<file path="src/rtl/scc_pkg.sv">
`timescale 1ns / 1ps
// shared types and constants for the slope corridor compressor
// no dependencies; imported by the controller, datapath and arithmetic units
package scc_pkg;

  localparam int SLOPE_W = 48;
  localparam int TOL_W   = 31;

  localparam logic signed [SLOPE_W-1:0] SLOPE_MAX = {1'b0, {(SLOPE_W-1){1'b1}}};
  localparam logic signed [SLOPE_W-1:0] SLOPE_MIN = {1'b1, {(SLOPE_W-1){1'b0}}};
  localparam logic        [SLOPE_W-1:0] SLOPE_MAG = {1'b1, {(SLOPE_W-1){1'b0}}};

  localparam logic [TOL_W-1:0] TOL_RESET = 31'd10;

  typedef enum logic [1:0] {
    CMD_START  = 2'd0,
    CMD_SAMPLE = 2'd1,
    CMD_FINISH = 2'd2
  } cmd_t;

  typedef enum logic [2:0] {
    ST_IDLE,
    ST_DISPATCH,
    ST_CALC,
    ST_FIT,
    ST_DECIDE,
    ST_EMIT_END,
    ST_EMIT_RAW
  } state_t;

  // controller to datapath
  typedef struct packed {
    logic in_ready;
    logic start_calc;
    logic fit;
    logic narrow;
    logic emit_end;
    logic emit_raw;
  } ctrl_cmd_t;

  // datapath to controller
  typedef struct packed {
    cmd_t cmd;
    logic in_fire;
    logic calc_done;
    logic brk;
    logic out_free;
  } dp_status_t;

endpackage

</file>
<file path="src/rtl/scc_if.sv">
`timescale 1ns / 1ps
// valid/ready channel interfaces for sample input and vertex output
// no dependencies
interface scc_in_if #(
  parameter int TIME_BITS  = 32,
  parameter int VALUE_BITS = 32
);
  logic                         valid;
  logic                         ready;
  logic [1:0]                   cmd;
  logic [TIME_BITS-1:0]         sample_time;
  logic signed [VALUE_BITS-1:0] sample_value;

  modport source (output valid, cmd, sample_time, sample_value, input ready);
  modport sink (input valid, cmd, sample_time, sample_value, output ready);
endinterface

interface scc_out_if #(
  parameter int TIME_BITS  = 32,
  parameter int VALUE_BITS = 32
);
  logic                         valid;
  logic                         ready;
  logic [TIME_BITS-1:0]         point_time;
  logic signed [VALUE_BITS-1:0] point_value;
  logic                         last;

  modport source (output valid, point_time, point_value, last, input ready);
  modport sink (input valid, point_time, point_value, last, output ready);
endinterface

</file>
<file path="src/rtl/slope_corridor_compressor.sv">
`timescale 1ns / 1ps
// Swinging-door style compressor for a timed sample stream. One transaction is
// handled at a time. A start item goes via dispatch and raw emit to its vertex.
// A sample or finish item goes via dispatch, calculation, fit and decide, then
// the emit states on a break or finish. The two bit-serial slope dividers each
// form NUM_BITS + SLOPE_FRAC_BITS quotient bits (NUM_BITS = max(VALUE_BITS + 1,
// 32) + 1) and run side by side with the serial multiplier for the fitted end.
// A finished vertex waits in an output register; a break puts out two vertices
// back to back when the sink keeps up. The tolerance register resets to 10.
// depends on scc_pkg, scc_if, scc_ctrl, scc_datapath
module slope_corridor_compressor import scc_pkg::*; #(
  parameter int TIME_BITS       = 32,
  parameter int VALUE_BITS      = 32,
  parameter int SLOPE_FRAC_BITS = 16
) (
  input  logic             clk,
  input  logic             rst,
  scc_in_if.sink           in,
  scc_out_if.source        out,
  input  logic             cfg_we,
  input  logic [TOL_W-1:0] cfg_wdata
);

  ctrl_cmd_t  cmd;
  dp_status_t status;

  scc_ctrl u_ctrl (
    .clk   (clk),
    .rst   (rst),
    .status(status),
    .cmd   (cmd)
  );

  scc_datapath #(
    .TIME_BITS      (TIME_BITS),
    .VALUE_BITS     (VALUE_BITS),
    .SLOPE_FRAC_BITS(SLOPE_FRAC_BITS)
  ) u_datapath (
    .clk      (clk),
    .rst      (rst),
    .in       (in),
    .out      (out),
    .cfg_we   (cfg_we),
    .cfg_wdata(cfg_wdata),
    .cmd      (cmd),
    .status   (status)
  );

endmodule

</file>
<file path="src/rtl/scc_div.sv">
`timescale 1ns / 1ps
// bit-serial restoring divider: num * 2^FRAC_BITS / dvs, toward zero, saturated slope
// depends on scc_pkg
module scc_div import scc_pkg::*; #(
  parameter int TIME_BITS = 32,
  parameter int NUM_BITS  = 34,
  parameter int FRAC_BITS = 16
) (
  input  logic                       clk,
  input  logic                       rst,
  input  logic                       start,
  input  logic signed [NUM_BITS-1:0] num,
  input  logic [TIME_BITS-1:0]       dvs,
  output logic                       done,
  output logic signed [SLOPE_W-1:0]  slope
);

  localparam int DW = NUM_BITS + FRAC_BITS;
  localparam int CW = $clog2(DW + 1);
  localparam int QW = (DW > SLOPE_W) ? DW : SLOPE_W;

  logic                 busy;
  logic [CW-1:0]        cnt;
  logic                 neg;
  logic [TIME_BITS-1:0] rem;
  logic [TIME_BITS-1:0] divisor;
  logic [DW-1:0]        dq;

  logic [NUM_BITS-1:0]  mag;
  logic [TIME_BITS:0]   trial;
  logic                 ge;
  logic [QW-1:0]        q_ext;
  logic                 sat;

  assign mag   = num[NUM_BITS-1] ? NUM_BITS'(-num) : NUM_BITS'(num);
  assign trial = {rem, dq[DW-1]};
  assign ge    = trial >= {1'b0, divisor};

  always_ff @(posedge clk) begin
    if (rst) begin
      busy <= 1'b0;
      cnt  <= '0;
    end else if (start) begin
      busy <= 1'b1;
      cnt  <= CW'(DW);
    end else if (busy) begin
      cnt <= cnt - 1'b1;
      if (cnt == CW'(1)) busy <= 1'b0;
    end
  end

  always_ff @(posedge clk) begin
    if (start) begin
      neg     <= num[NUM_BITS-1];
      divisor <= dvs;
      rem     <= '0;
      dq      <= DW'(mag) << FRAC_BITS;
    end else if (busy) begin
      // remainder stays below the divisor, so its top bit is never needed
      rem <= ge ? TIME_BITS'(trial - {1'b0, divisor}) : TIME_BITS'(trial);
      dq  <= {dq[DW-2:0], ge};
    end
  end

  assign q_ext = QW'(dq);
  assign sat   = q_ext >= QW'(SLOPE_MAG);
  assign done  = !busy;

  always_comb begin
    if (neg) slope = sat ? SLOPE_MIN : -$signed(SLOPE_W'(q_ext));
    else     slope = sat ? SLOPE_MAX : $signed(SLOPE_W'(q_ext));
  end

endmodule

</file>
<file path="src/rtl/scc_mul.sv">
`timescale 1ns / 1ps
// bit-serial shift-add multiplier, one multiplier bit per cycle
// depends on scc_pkg
module scc_mul import scc_pkg::*; #(
  parameter int A_BITS = 48,
  parameter int B_BITS = 32
) (
  input  logic                     clk,
  input  logic                     rst,
  input  logic                     start,
  input  logic [A_BITS-1:0]        a,
  input  logic [B_BITS-1:0]        b,
  output logic                     done,
  output logic [A_BITS+B_BITS-1:0] product
);

  localparam int CW = $clog2(B_BITS + 1);

  logic              busy;
  logic [CW-1:0]     cnt;
  logic [A_BITS-1:0] mcand;
  logic [A_BITS-1:0] hi;
  logic [B_BITS-1:0] lo;
  logic [A_BITS:0]   psum;

  assign psum = {1'b0, hi} + (lo[0] ? {1'b0, mcand} : '0);

  always_ff @(posedge clk) begin
    if (rst) begin
      busy <= 1'b0;
      cnt  <= '0;
    end else if (start) begin
      busy <= 1'b1;
      cnt  <= CW'(B_BITS);
    end else if (busy) begin
      cnt <= cnt - 1'b1;
      if (cnt == CW'(1)) busy <= 1'b0;
    end
  end

  always_ff @(posedge clk) begin
    if (start) begin
      mcand <= a;
      hi    <= '0;
      lo    <= b;
    end else if (busy) begin
      hi <= psum[A_BITS:1];
      lo <= {psum[0], lo[B_BITS-1:1]};
    end
  end

  assign done    = !busy;
  assign product = {hi, lo};

endmodule

</file>
<file path="src/rtl/scc_datapath.sv">
`timescale 1ns / 1ps
// datapath: segment state, corridor, slope dividers, fit multiplier, output register
// depends on scc_pkg, scc_if, scc_div, scc_mul
module scc_datapath import scc_pkg::*; #(
  parameter int TIME_BITS       = 32,
  parameter int VALUE_BITS      = 32,
  parameter int SLOPE_FRAC_BITS = 16
) (
  input  logic             clk,
  input  logic             rst,
  scc_in_if.sink           in,
  scc_out_if.source        out,
  input  logic             cfg_we,
  input  logic [TOL_W-1:0] cfg_wdata,
  input  ctrl_cmd_t        cmd,
  output dp_status_t       status
);

  localparam int NUM_BITS  = ((VALUE_BITS + 1 > TOL_W + 1) ? VALUE_BITS + 1 : TOL_W + 1) + 1;
  localparam int PROD_BITS = SLOPE_W + TIME_BITS;
  localparam int QP_BITS   = PROD_BITS - SLOPE_FRAC_BITS;
  localparam int SUM_BITS  = ((QP_BITS > VALUE_BITS) ? QP_BITS : VALUE_BITS) + 2;
  localparam int MID_W     = SLOPE_W + 1;
  localparam logic signed [SUM_BITS-1:0] VAL_MAX_S =
    (SUM_BITS'(1) << (VALUE_BITS - 1)) - SUM_BITS'(1);
  localparam logic signed [SUM_BITS-1:0] VAL_MIN_S = -VAL_MAX_S - SUM_BITS'(1);

  // configuration and segment state
  logic [TOL_W-1:0]               tolerance;
  logic [TIME_BITS-1:0]           anchor_time;
  logic signed [VALUE_BITS-1:0]   anchor_value;
  logic [TIME_BITS-1:0]           last_time;
  logic signed [SLOPE_W-1:0]      slope_low;
  logic signed [SLOPE_W-1:0]      slope_high;

  // captured transaction and intermediate results
  logic [1:0]                     cmd_q;
  logic [TIME_BITS-1:0]           t_q;
  logic signed [VALUE_BITS-1:0]   v_q;
  logic signed [NUM_BITS-1:0]     dy;
  logic                           early_brk;
  logic                           mid_neg;
  logic signed [SLOPE_W-1:0]      lo_new;
  logic signed [SLOPE_W-1:0]      hi_new;
  logic signed [VALUE_BITS-1:0]   fit_value;

  // output register
  logic                           out_valid;
  logic [TIME_BITS-1:0]           point_time;
  logic signed [VALUE_BITS-1:0]   point_value;
  logic                           last;

  logic                           in_fire;
  logic                           is_finish;
  logic signed [NUM_BITS-1:0]     tol_s;
  logic signed [NUM_BITS-1:0]     num_lo;
  logic signed [NUM_BITS-1:0]     num_hi;
  logic [TIME_BITS-1:0]           seg_dt;
  logic [TIME_BITS-1:0]           fit_dt;
  logic signed [MID_W-1:0]        slope_sum;
  logic [MID_W-1:0]               slope_abs;
  logic [SLOPE_W-1:0]             mid_mag;
  logic                           lo_done;
  logic                           hi_done;
  logic                           mul_done;
  logic signed [SLOPE_W-1:0]      lo_slope;
  logic signed [SLOPE_W-1:0]      hi_slope;
  logic [PROD_BITS-1:0]           product;
  logic signed [SUM_BITS-1:0]     anchor_s;
  logic signed [SUM_BITS-1:0]     quot_s;
  logic signed [SUM_BITS-1:0]     fit_sum;

  assign in_fire   = in.valid && cmd.in_ready;
  assign is_finish = cmd_t'(cmd_q) == CMD_FINISH;

  assign tol_s  = $signed(NUM_BITS'(tolerance));
  assign num_lo = dy - tol_s;
  assign num_hi = dy + tol_s;
  assign seg_dt = t_q - anchor_time;
  assign fit_dt = last_time - anchor_time;

  // mid slope toward zero: magnitude of the sum, halved
  assign slope_sum = MID_W'(slope_low) + MID_W'(slope_high);
  assign slope_abs = slope_sum[MID_W-1] ? MID_W'(-slope_sum) : MID_W'(slope_sum);
  assign mid_mag   = slope_abs[MID_W-1:1];

  scc_div #(
    .TIME_BITS(TIME_BITS),
    .NUM_BITS (NUM_BITS),
    .FRAC_BITS(SLOPE_FRAC_BITS)
  ) u_div_lo (
    .clk  (clk),
    .rst  (rst),
    .start(cmd.start_calc),
    .num  (num_lo),
    .dvs  (seg_dt),
    .done (lo_done),
    .slope(lo_slope)
  );

  scc_div #(
    .TIME_BITS(TIME_BITS),
    .NUM_BITS (NUM_BITS),
    .FRAC_BITS(SLOPE_FRAC_BITS)
  ) u_div_hi (
    .clk  (clk),
    .rst  (rst),
    .start(cmd.start_calc),
    .num  (num_hi),
    .dvs  (seg_dt),
    .done (hi_done),
    .slope(hi_slope)
  );

  // fitted end only needs state from before this transaction, so it runs alongside
  scc_mul #(
    .A_BITS(SLOPE_W),
    .B_BITS(TIME_BITS)
  ) u_mul (
    .clk    (clk),
    .rst    (rst),
    .start  (cmd.start_calc),
    .a      (mid_mag),
    .b      (fit_dt),
    .done   (mul_done),
    .product(product)
  );

  assign anchor_s = SUM_BITS'(anchor_value);
  assign quot_s   = $signed(SUM_BITS'(product[PROD_BITS-1:SLOPE_FRAC_BITS]));
  assign fit_sum  = mid_neg ? anchor_s - quot_s : anchor_s + quot_s;

  always_ff @(posedge clk) begin
    if (rst) begin
      tolerance <= TOL_RESET;
    end else if (cfg_we) begin
      tolerance <= cfg_wdata;
    end
  end

  always_ff @(posedge clk) begin
    if (in_fire) begin
      cmd_q <= in.cmd;
      t_q   <= in.sample_time;
      v_q   <= in.sample_value;
      dy    <= NUM_BITS'(in.sample_value) - NUM_BITS'(anchor_value);
    end
    if (cmd.start_calc) begin
      early_brk <= t_q <= anchor_time;
      mid_neg   <= slope_sum[MID_W-1];
    end
    if (cmd.fit) begin
      lo_new <= lo_slope;
      hi_new <= hi_slope;
      if (fit_sum > VAL_MAX_S)      fit_value <= VALUE_BITS'(VAL_MAX_S);
      else if (fit_sum < VAL_MIN_S) fit_value <= VALUE_BITS'(VAL_MIN_S);
      else                          fit_value <= VALUE_BITS'(fit_sum);
    end
  end

  always_ff @(posedge clk) begin
    if (rst) begin
      anchor_time  <= '0;
      anchor_value <= '0;
      last_time    <= '0;
      slope_low    <= SLOPE_MIN;
      slope_high   <= SLOPE_MAX;
    end else if (cmd.emit_raw) begin
      anchor_time  <= t_q;
      anchor_value <= v_q;
      last_time    <= t_q;
      slope_low    <= SLOPE_MIN;
      slope_high   <= SLOPE_MAX;
    end else if (cmd.emit_end && is_finish) begin
      // fitted end becomes the new anchor
      anchor_time  <= last_time;
      anchor_value <= fit_value;
      slope_low    <= SLOPE_MIN;
      slope_high   <= SLOPE_MAX;
    end else if (cmd.narrow) begin
      if (lo_new > slope_low)  slope_low  <= lo_new;
      if (hi_new < slope_high) slope_high <= hi_new;
      last_time <= t_q;
    end
  end

  always_ff @(posedge clk) begin
    if (rst) begin
      out_valid <= 1'b0;
    end else if (cmd.emit_end || cmd.emit_raw) begin
      out_valid <= 1'b1;
    end else if (out.ready) begin
      out_valid <= 1'b0;
    end
  end

  always_ff @(posedge clk) begin
    if (cmd.emit_end) begin
      point_time  <= last_time;
      point_value <= fit_value;
      last        <= is_finish;
    end else if (cmd.emit_raw) begin
      point_time  <= t_q;
      point_value <= v_q;
      last        <= 1'b1;
    end
  end

  assign in.ready        = cmd.in_ready;
  assign out.valid       = out_valid;
  assign out.point_time  = point_time;
  assign out.point_value = point_value;
  assign out.last        = last;

  assign status.cmd       = cmd_t'(cmd_q);
  assign status.in_fire   = in_fire;
  assign status.calc_done = lo_done && hi_done && mul_done;
  assign status.brk       = early_brk || (lo_new > slope_high) || (hi_new < slope_low);
  assign status.out_free  = !out_valid || out.ready;

endmodule

</file>
<file path="src/rtl/scc_ctrl.sv">
`timescale 1ns / 1ps
// controller state machine sequencing one transaction at a time
// depends on scc_pkg
module scc_ctrl import scc_pkg::*; (
  input  logic       clk,
  input  logic       rst,
  input  dp_status_t status,
  output ctrl_cmd_t  cmd
);

  state_t state;
  state_t state_next;

  always_ff @(posedge clk) begin
    if (rst) state <= ST_IDLE;
    else     state <= state_next;
  end

  always_comb begin
    state_next = state;
    case (state)
      ST_IDLE: begin
        if (status.in_fire) state_next = ST_DISPATCH;
      end
      ST_DISPATCH: begin
        case (status.cmd)
          CMD_START:             state_next = ST_EMIT_RAW;
          CMD_SAMPLE, CMD_FINISH: state_next = ST_CALC;
          default:               state_next = ST_IDLE;
        endcase
      end
      ST_CALC: begin
        if (status.calc_done) state_next = ST_FIT;
      end
      ST_FIT: state_next = ST_DECIDE;
      ST_DECIDE: begin
        case (status.cmd)
          CMD_FINISH: state_next = ST_EMIT_END;
          CMD_SAMPLE: state_next = status.brk ? ST_EMIT_END : ST_IDLE;
          default:    state_next = ST_IDLE;
        endcase
      end
      ST_EMIT_END: begin
        if (status.out_free) begin
          state_next = (status.cmd == CMD_FINISH) ? ST_IDLE : ST_EMIT_RAW;
        end
      end
      ST_EMIT_RAW: begin
        if (status.out_free) state_next = ST_IDLE;
      end
      default: state_next = ST_IDLE;
    endcase
  end

  always_comb begin
    cmd = '0;
    case (state)
      ST_IDLE:     cmd.in_ready = 1'b1;
      ST_DISPATCH: begin
        cmd.start_calc = status.cmd inside {CMD_SAMPLE, CMD_FINISH};
      end
      ST_CALC:     cmd = '0;
      ST_FIT:      cmd.fit = 1'b1;
      ST_DECIDE:   cmd.narrow = (status.cmd == CMD_SAMPLE) && !status.brk;
      ST_EMIT_END: cmd.emit_end = status.out_free;
      ST_EMIT_RAW: cmd.emit_raw = status.out_free;
      default:     cmd = '0;
    endcase
  end

endmodule
</file>
<file path="src/flat_wrapper.sv">
// flat-port wrapper written by rule: the top's interface ports become plain ports
module slope_corridor_compressor_flat import scc_pkg::*;
#(
  parameter int TIME_BITS       = 32,
  parameter int VALUE_BITS      = 32,
  parameter int SLOPE_FRAC_BITS = 16
)
  (clk, rst, cfg_we, cfg_wdata, in_valid, in_cmd, in_sample_time, in_sample_value, in_ready, out_valid, out_point_time, out_point_value, out_last, out_ready);
  scc_in_if #(.TIME_BITS(TIME_BITS), .VALUE_BITS(VALUE_BITS)) in_i ();
  scc_out_if #(.TIME_BITS(TIME_BITS), .VALUE_BITS(VALUE_BITS)) out_i ();
  input  logic clk;
  input  logic rst;
  input  logic cfg_we;
  input  logic [TOL_W-1:0] cfg_wdata;
  input wire logic [$bits(in_i.valid)-1:0] in_valid;
  input wire logic [$bits(in_i.cmd)-1:0] in_cmd;
  input wire logic [$bits(in_i.sample_time)-1:0] in_sample_time;
  input wire logic [$bits(in_i.sample_value)-1:0] in_sample_value;
  output wire logic [$bits(in_i.ready)-1:0] in_ready;
  output wire logic [$bits(out_i.valid)-1:0] out_valid;
  output wire logic [$bits(out_i.point_time)-1:0] out_point_time;
  output wire logic [$bits(out_i.point_value)-1:0] out_point_value;
  output wire logic [$bits(out_i.last)-1:0] out_last;
  input wire logic [$bits(out_i.ready)-1:0] out_ready;
  assign in_i.valid = in_valid;
  assign in_i.cmd = in_cmd;
  assign in_i.sample_time = in_sample_time;
  assign in_i.sample_value = in_sample_value;
  assign in_ready = in_i.ready;
  assign out_valid = out_i.valid;
  assign out_point_time = out_i.point_time;
  assign out_point_value = out_i.point_value;
  assign out_last = out_i.last;
  assign out_i.ready = out_ready;
  slope_corridor_compressor #(.TIME_BITS(TIME_BITS), .VALUE_BITS(VALUE_BITS), .SLOPE_FRAC_BITS(SLOPE_FRAC_BITS)) u_core (.clk(clk), .rst(rst), .in(in_i), .out(out_i), .cfg_we(cfg_we), .cfg_wdata(cfg_wdata));
endmodule
</file>
<file path="config.mk">
export PLATFORM = sky130hd
export DESIGN_NAME = slope_corridor_compressor_flat
export DESIGN_NICKNAME = d
export VERILOG_FILES = /design/src/rtl/scc_pkg.sv /design/src/rtl/scc_if.sv /design/src/rtl/slope_corridor_compressor.sv /design/src/rtl/scc_div.sv /design/src/rtl/scc_mul.sv /design/src/rtl/scc_datapath.sv /design/src/rtl/scc_ctrl.sv /design/src/flat_wrapper.sv
export SDC_FILE = /design/constraint.sdc
export NUM_CORES = 2
export LEC_CHECK = 0
export ABC_AREA = 1
export ABC_CLOCK_PERIOD_IN_PS = 24000
export CORE_UTILIZATION = 41
export CTS_CLUSTER_DIAMETER = 100
export CTS_CLUSTER_SIZE = 8
export DETAILED_ROUTE_END_ITERATION = 8
export DONT_BUFFER_PORTS = 1
export PLACE_DENSITY = 0.64
export RECOVER_POWER = 50
export SETUP_SLACK_MARGIN = 0.15
export SYNTH_ARGS = -nofsm -noshare
export SYNTH_HDL_FRONTEND = slang
export SYNTH_SLANG_ARGS = --single-unit
</file>
<file path="constraint.sdc">
create_clock -name clk -period 24 [get_ports clk]
set_input_delay 1.2 -clock clk [delete_from_list [all_inputs] [get_ports clk]]
set_output_delay 1.2 -clock clk [all_outputs]
set_load 0.01 [all_outputs]
</file>
==> summary.txt <==
Clocking
  • Clk sinks: 868
  • Depth of the CTS H-tree: 4
  • Reg clk slew, reported paths: 0.06 ns
  • TritonCTS clock tree: built
  • Later-pin clock latency in the skew report: 0.82 ns
  • Cts repair resizes: 0
  • CTS Buffer Depth: 3
  • CTS buffer count: 130
  • Post CTS Setup Buffer Count: 0
  • Root Driver: clkbuf_16
  • # hold bufs at CTS: 0

Final layout
  • Most common cell after layout, fill and taps aside: nand2_1
  • Layout overhead on the synthesized area: 8.59%
  • Layout cells sized above 1: 3.02%
  • Commonest non-fill, non-tap cells in the layout: nand2_1, inv_1, nor2_1
  • Nets: 11,500

Setup path
  • WS Path Type: register to register
  • Critical Path RT: 24.56 ns
  • Startpoint class of the critical path: register
  • Worst Setup End Kind: register
  • Critical Path Fanout Max: 65
  • CP max-delay cell: clkinvlp_2
  • Worst path arrival time: 8.20 ns
  • CP cell instances: inv_1, ha_1, nand2_1, clkinvlp_2, nor2_1, clkbuf_1, a221oi_1
  • Worst stage delay on the critical path: 2.86 ns

Logic synthesis
  • Cell accounting for the most synthesized area: edfxtp_1
  • Post-Synth Adder-Cell Area: 10.4%
  • Post-synthesis cell type count: 72
  • Yosys top cell area share: 19.7%
  • Multiplexer share of the synthesized area: 0%
  • Simple-Gate Fraction of Synth Area: 31.3%
  • Largest family of logic cells by synthesized area: simple AND/OR/NAND/NOR gates
  • Post-synthesis sequential area ratio: 30.6%
  • Top post-synthesis cells by area: edfxtp_1, nand2_1, dfxtp_1
  • Post-Synthesis Cell Area: 72,400 um2
  • Syn Area/Cell: 6.64 um2
  • Synthesized instance count: 10,900
  • Top FF cell, synth: edfxtp_1
  • Complex-gate fraction of the synthesized area: 12.1%
  • Xor/xnor share of the synthesized area: 5.04%
  • EDFF count, synth: 476
  • Syn nets: 11,600
  • Synth warn: 0
  • Number of synthesized register bits: 868
  • Synth async-reset ratio: 0%

Route
  • Starting DRT DRC Count: 7,223
  • Post-route ant nets: 0
  • Average wire per standard cell: 21.3 um
  • Routed vias/inst: 5.42
  • DR pass1 iterations: 8
  • Total number of vias: 72,000
  • DRC: 0
  • Routed wire length: 284,000 um

Pwr
  • Leak: 38.2 nW
  • Power Density: 75.2 nW/um2
  • Max VDD drop: 0.0000765 V

Die
  • Core area: 175,000 um2
  • Initial Util: 41.5%
  • Die area: 178,000 um2
  • Chip width: 422 um
  • Cell row count: 153
  • IO Pins: 169
  • Die H: 422 um

Global route
  • Gr usage total: 30.9%
  • Number of global-route vias before repair: 66,600
  • Global-route wire length before repair: 418,000 um
  • Total gr overflow: 0
  • Initial antenna violation count: 19
  • Largest net degree at the start of global routing: 100

Timing
  • Finish-stage setup viols: 0
  • Worst relative slew slack: -348%
  • Final Max Tran Viols: 904
  • Post-route minimum period: 7.64 ns
  • Clock skew: 0.0654 ns
  • Fin crit share: 31.8%
  • Setup TNS: 0 ns
  • Worst Tran Pin Value: 6.72 ns
  • RSZ-0062 raised after global routing: false
  • Hold violation total from the final report: 0
  • Fmax: 0.131 GHz
  • WHS: 0.466 ns

Run status
  • Status: complete, but fails checks
  • Violated checks: capacitance limit, slew limit

Hold path
  • Worst hold path type: register to register

Run
  • Max Cap Viol: 17

Placed design
  • DP Wirelength: 230,000 um
  • Buffers added on ports: 0
  • Placer Congestion: 1.01
## report_power, final
| group | internal [mW] | total [mW] | switching [mW] |
|---|---|---|---|
| Sequential | 1.77 | 1.96 | 0.186 |
| Clock | 1.05 | 1.81 | 0.761 |
| Combinational | 0.598 | 2.15 | 1.55 |
## sequential cells by signal, summed over array words and instances, names as in the netlist, 33 cells and up
signal and count:
u_core.u_datapath.u_div_hi.dq 50, u_core.u_datapath.u_div_lo.dq 50, u_core.u_datapath.lo_new 48, u_core.u_datapath.slope_high 48
u_core.u_datapath.dy 33, u_core.u_datapath.hi_new 48, u_core.u_datapath.slope_low 48, u_core.u_datapath.u_mul.mcand 48
u_core.u_datapath.u_mul.hi 48
## stage by stage
| step | power, mW | cells | setup slack (ns) | util (%) | instance area, um2 |
|---|---|---|---|---|---|
| floorplan | 3.31 | 10900 | 15.41 | - | 72400 |
| global placement | 4.06 | 13000 | 17.75 | 42.8 | 74700 |
| detailed placement | 4.06 | 13000 | 17.66 | 42.8 | 74700 |
| CTS | 5.89 | 13300 | 17.67 | 45.1 | 78700 |
| global route | 6.22 | 13300 | 15.77 | 45.0 | 78600 |
| finish | 5.91 | 13300 | 16.36 | 45.1 | 78700 |
## area by class of cell
type | count | area [um2]
fillers | 18200 | 95900
multi-input cells | 8050 | 42600
flip-flops and latches | 868 | 22100
inverters | 1758 | 6600
clock buffers | 211 | 3610
well taps | 2325 | 2910
clock inverters | 20 | 447
repair buffers | 41 | 256
diodes | 26 | 65.1
## cell families (layout without fill, tap and decap cells)
family                     after synthesis  after routing
and+or+nand+nor                       5447           5447
AOI/OAI and AO/OA                     1592           1592
adders and majority gates              598            598
buffers and inverters                 1997           2030
other                                    0             26
xor gates and xnor gates               413            413
DFF                                    868            868
## metal layers
layer	routed length (um)	vias to the layer above	global-route usage (%)
met4	13000	10	13.3
met1	127000	33600	42.6
met2	124000	2703	48.4
met5	69	-	0
met3	18700	505	3.66
li1	-	35200	-
## synthesized netlist by cell type (all sizes together) (10+ instances only)
cell type,n
o31ai,10
or2,19
nand4,194
xor2,322
edfxtp,476
a31oi,94
inv,1754
o22ai,66
and2,11
a211oi,11
a21oi,665
nor2,1165
a21o,23
ha,588
o211ai,27
nor3,153
a21boi,15
o21ai,563
nor4,62
buf,87
o21bai,37
clkbuf,152
nand2,3256
nand3,509
fa,10
xnor2,91
dfxtp,392
nand3b,64
o21a,36
## final timing paths
path / slack, ns / start / cells after the start / end
worst max-delay path: 16.36 / u_core.u_datapath.cmd_q[0] / 7 / u_core.u_datapath.u_div_hi.cnt[1]
worst min-delay path: 0.47 / u_core.u_datapath.u_div_lo.rem[10] / 2 / u_core.u_datapath.u_div_lo.rem[10]
worst max register to register: 16.36 / u_core.u_datapath.cmd_q[0] / 7 / u_core.u_datapath.u_div_hi.cnt[1]
worst min register to register: 0.47 / u_core.u_datapath.u_div_lo.rem[10] / 2 / u_core.u_datapath.u_div_lo.rem[10]
## critical path: cells and delay by family (launching register included)
| family | cells | cell delay, ns |
|---|---|---|
| AO/OA/AOI/OAI | 1 | 0.26 |
| adder cells (fa/ha/maj) | 1 | 0.32 |
| buffers and inverters | 3 | 4.45 |
| flip-flops | 1 | 0.44 |
| AND/OR/NAND/NOR | 2 | 1.74 |
No activity file was read; power rests on OpenSTA's default activity.
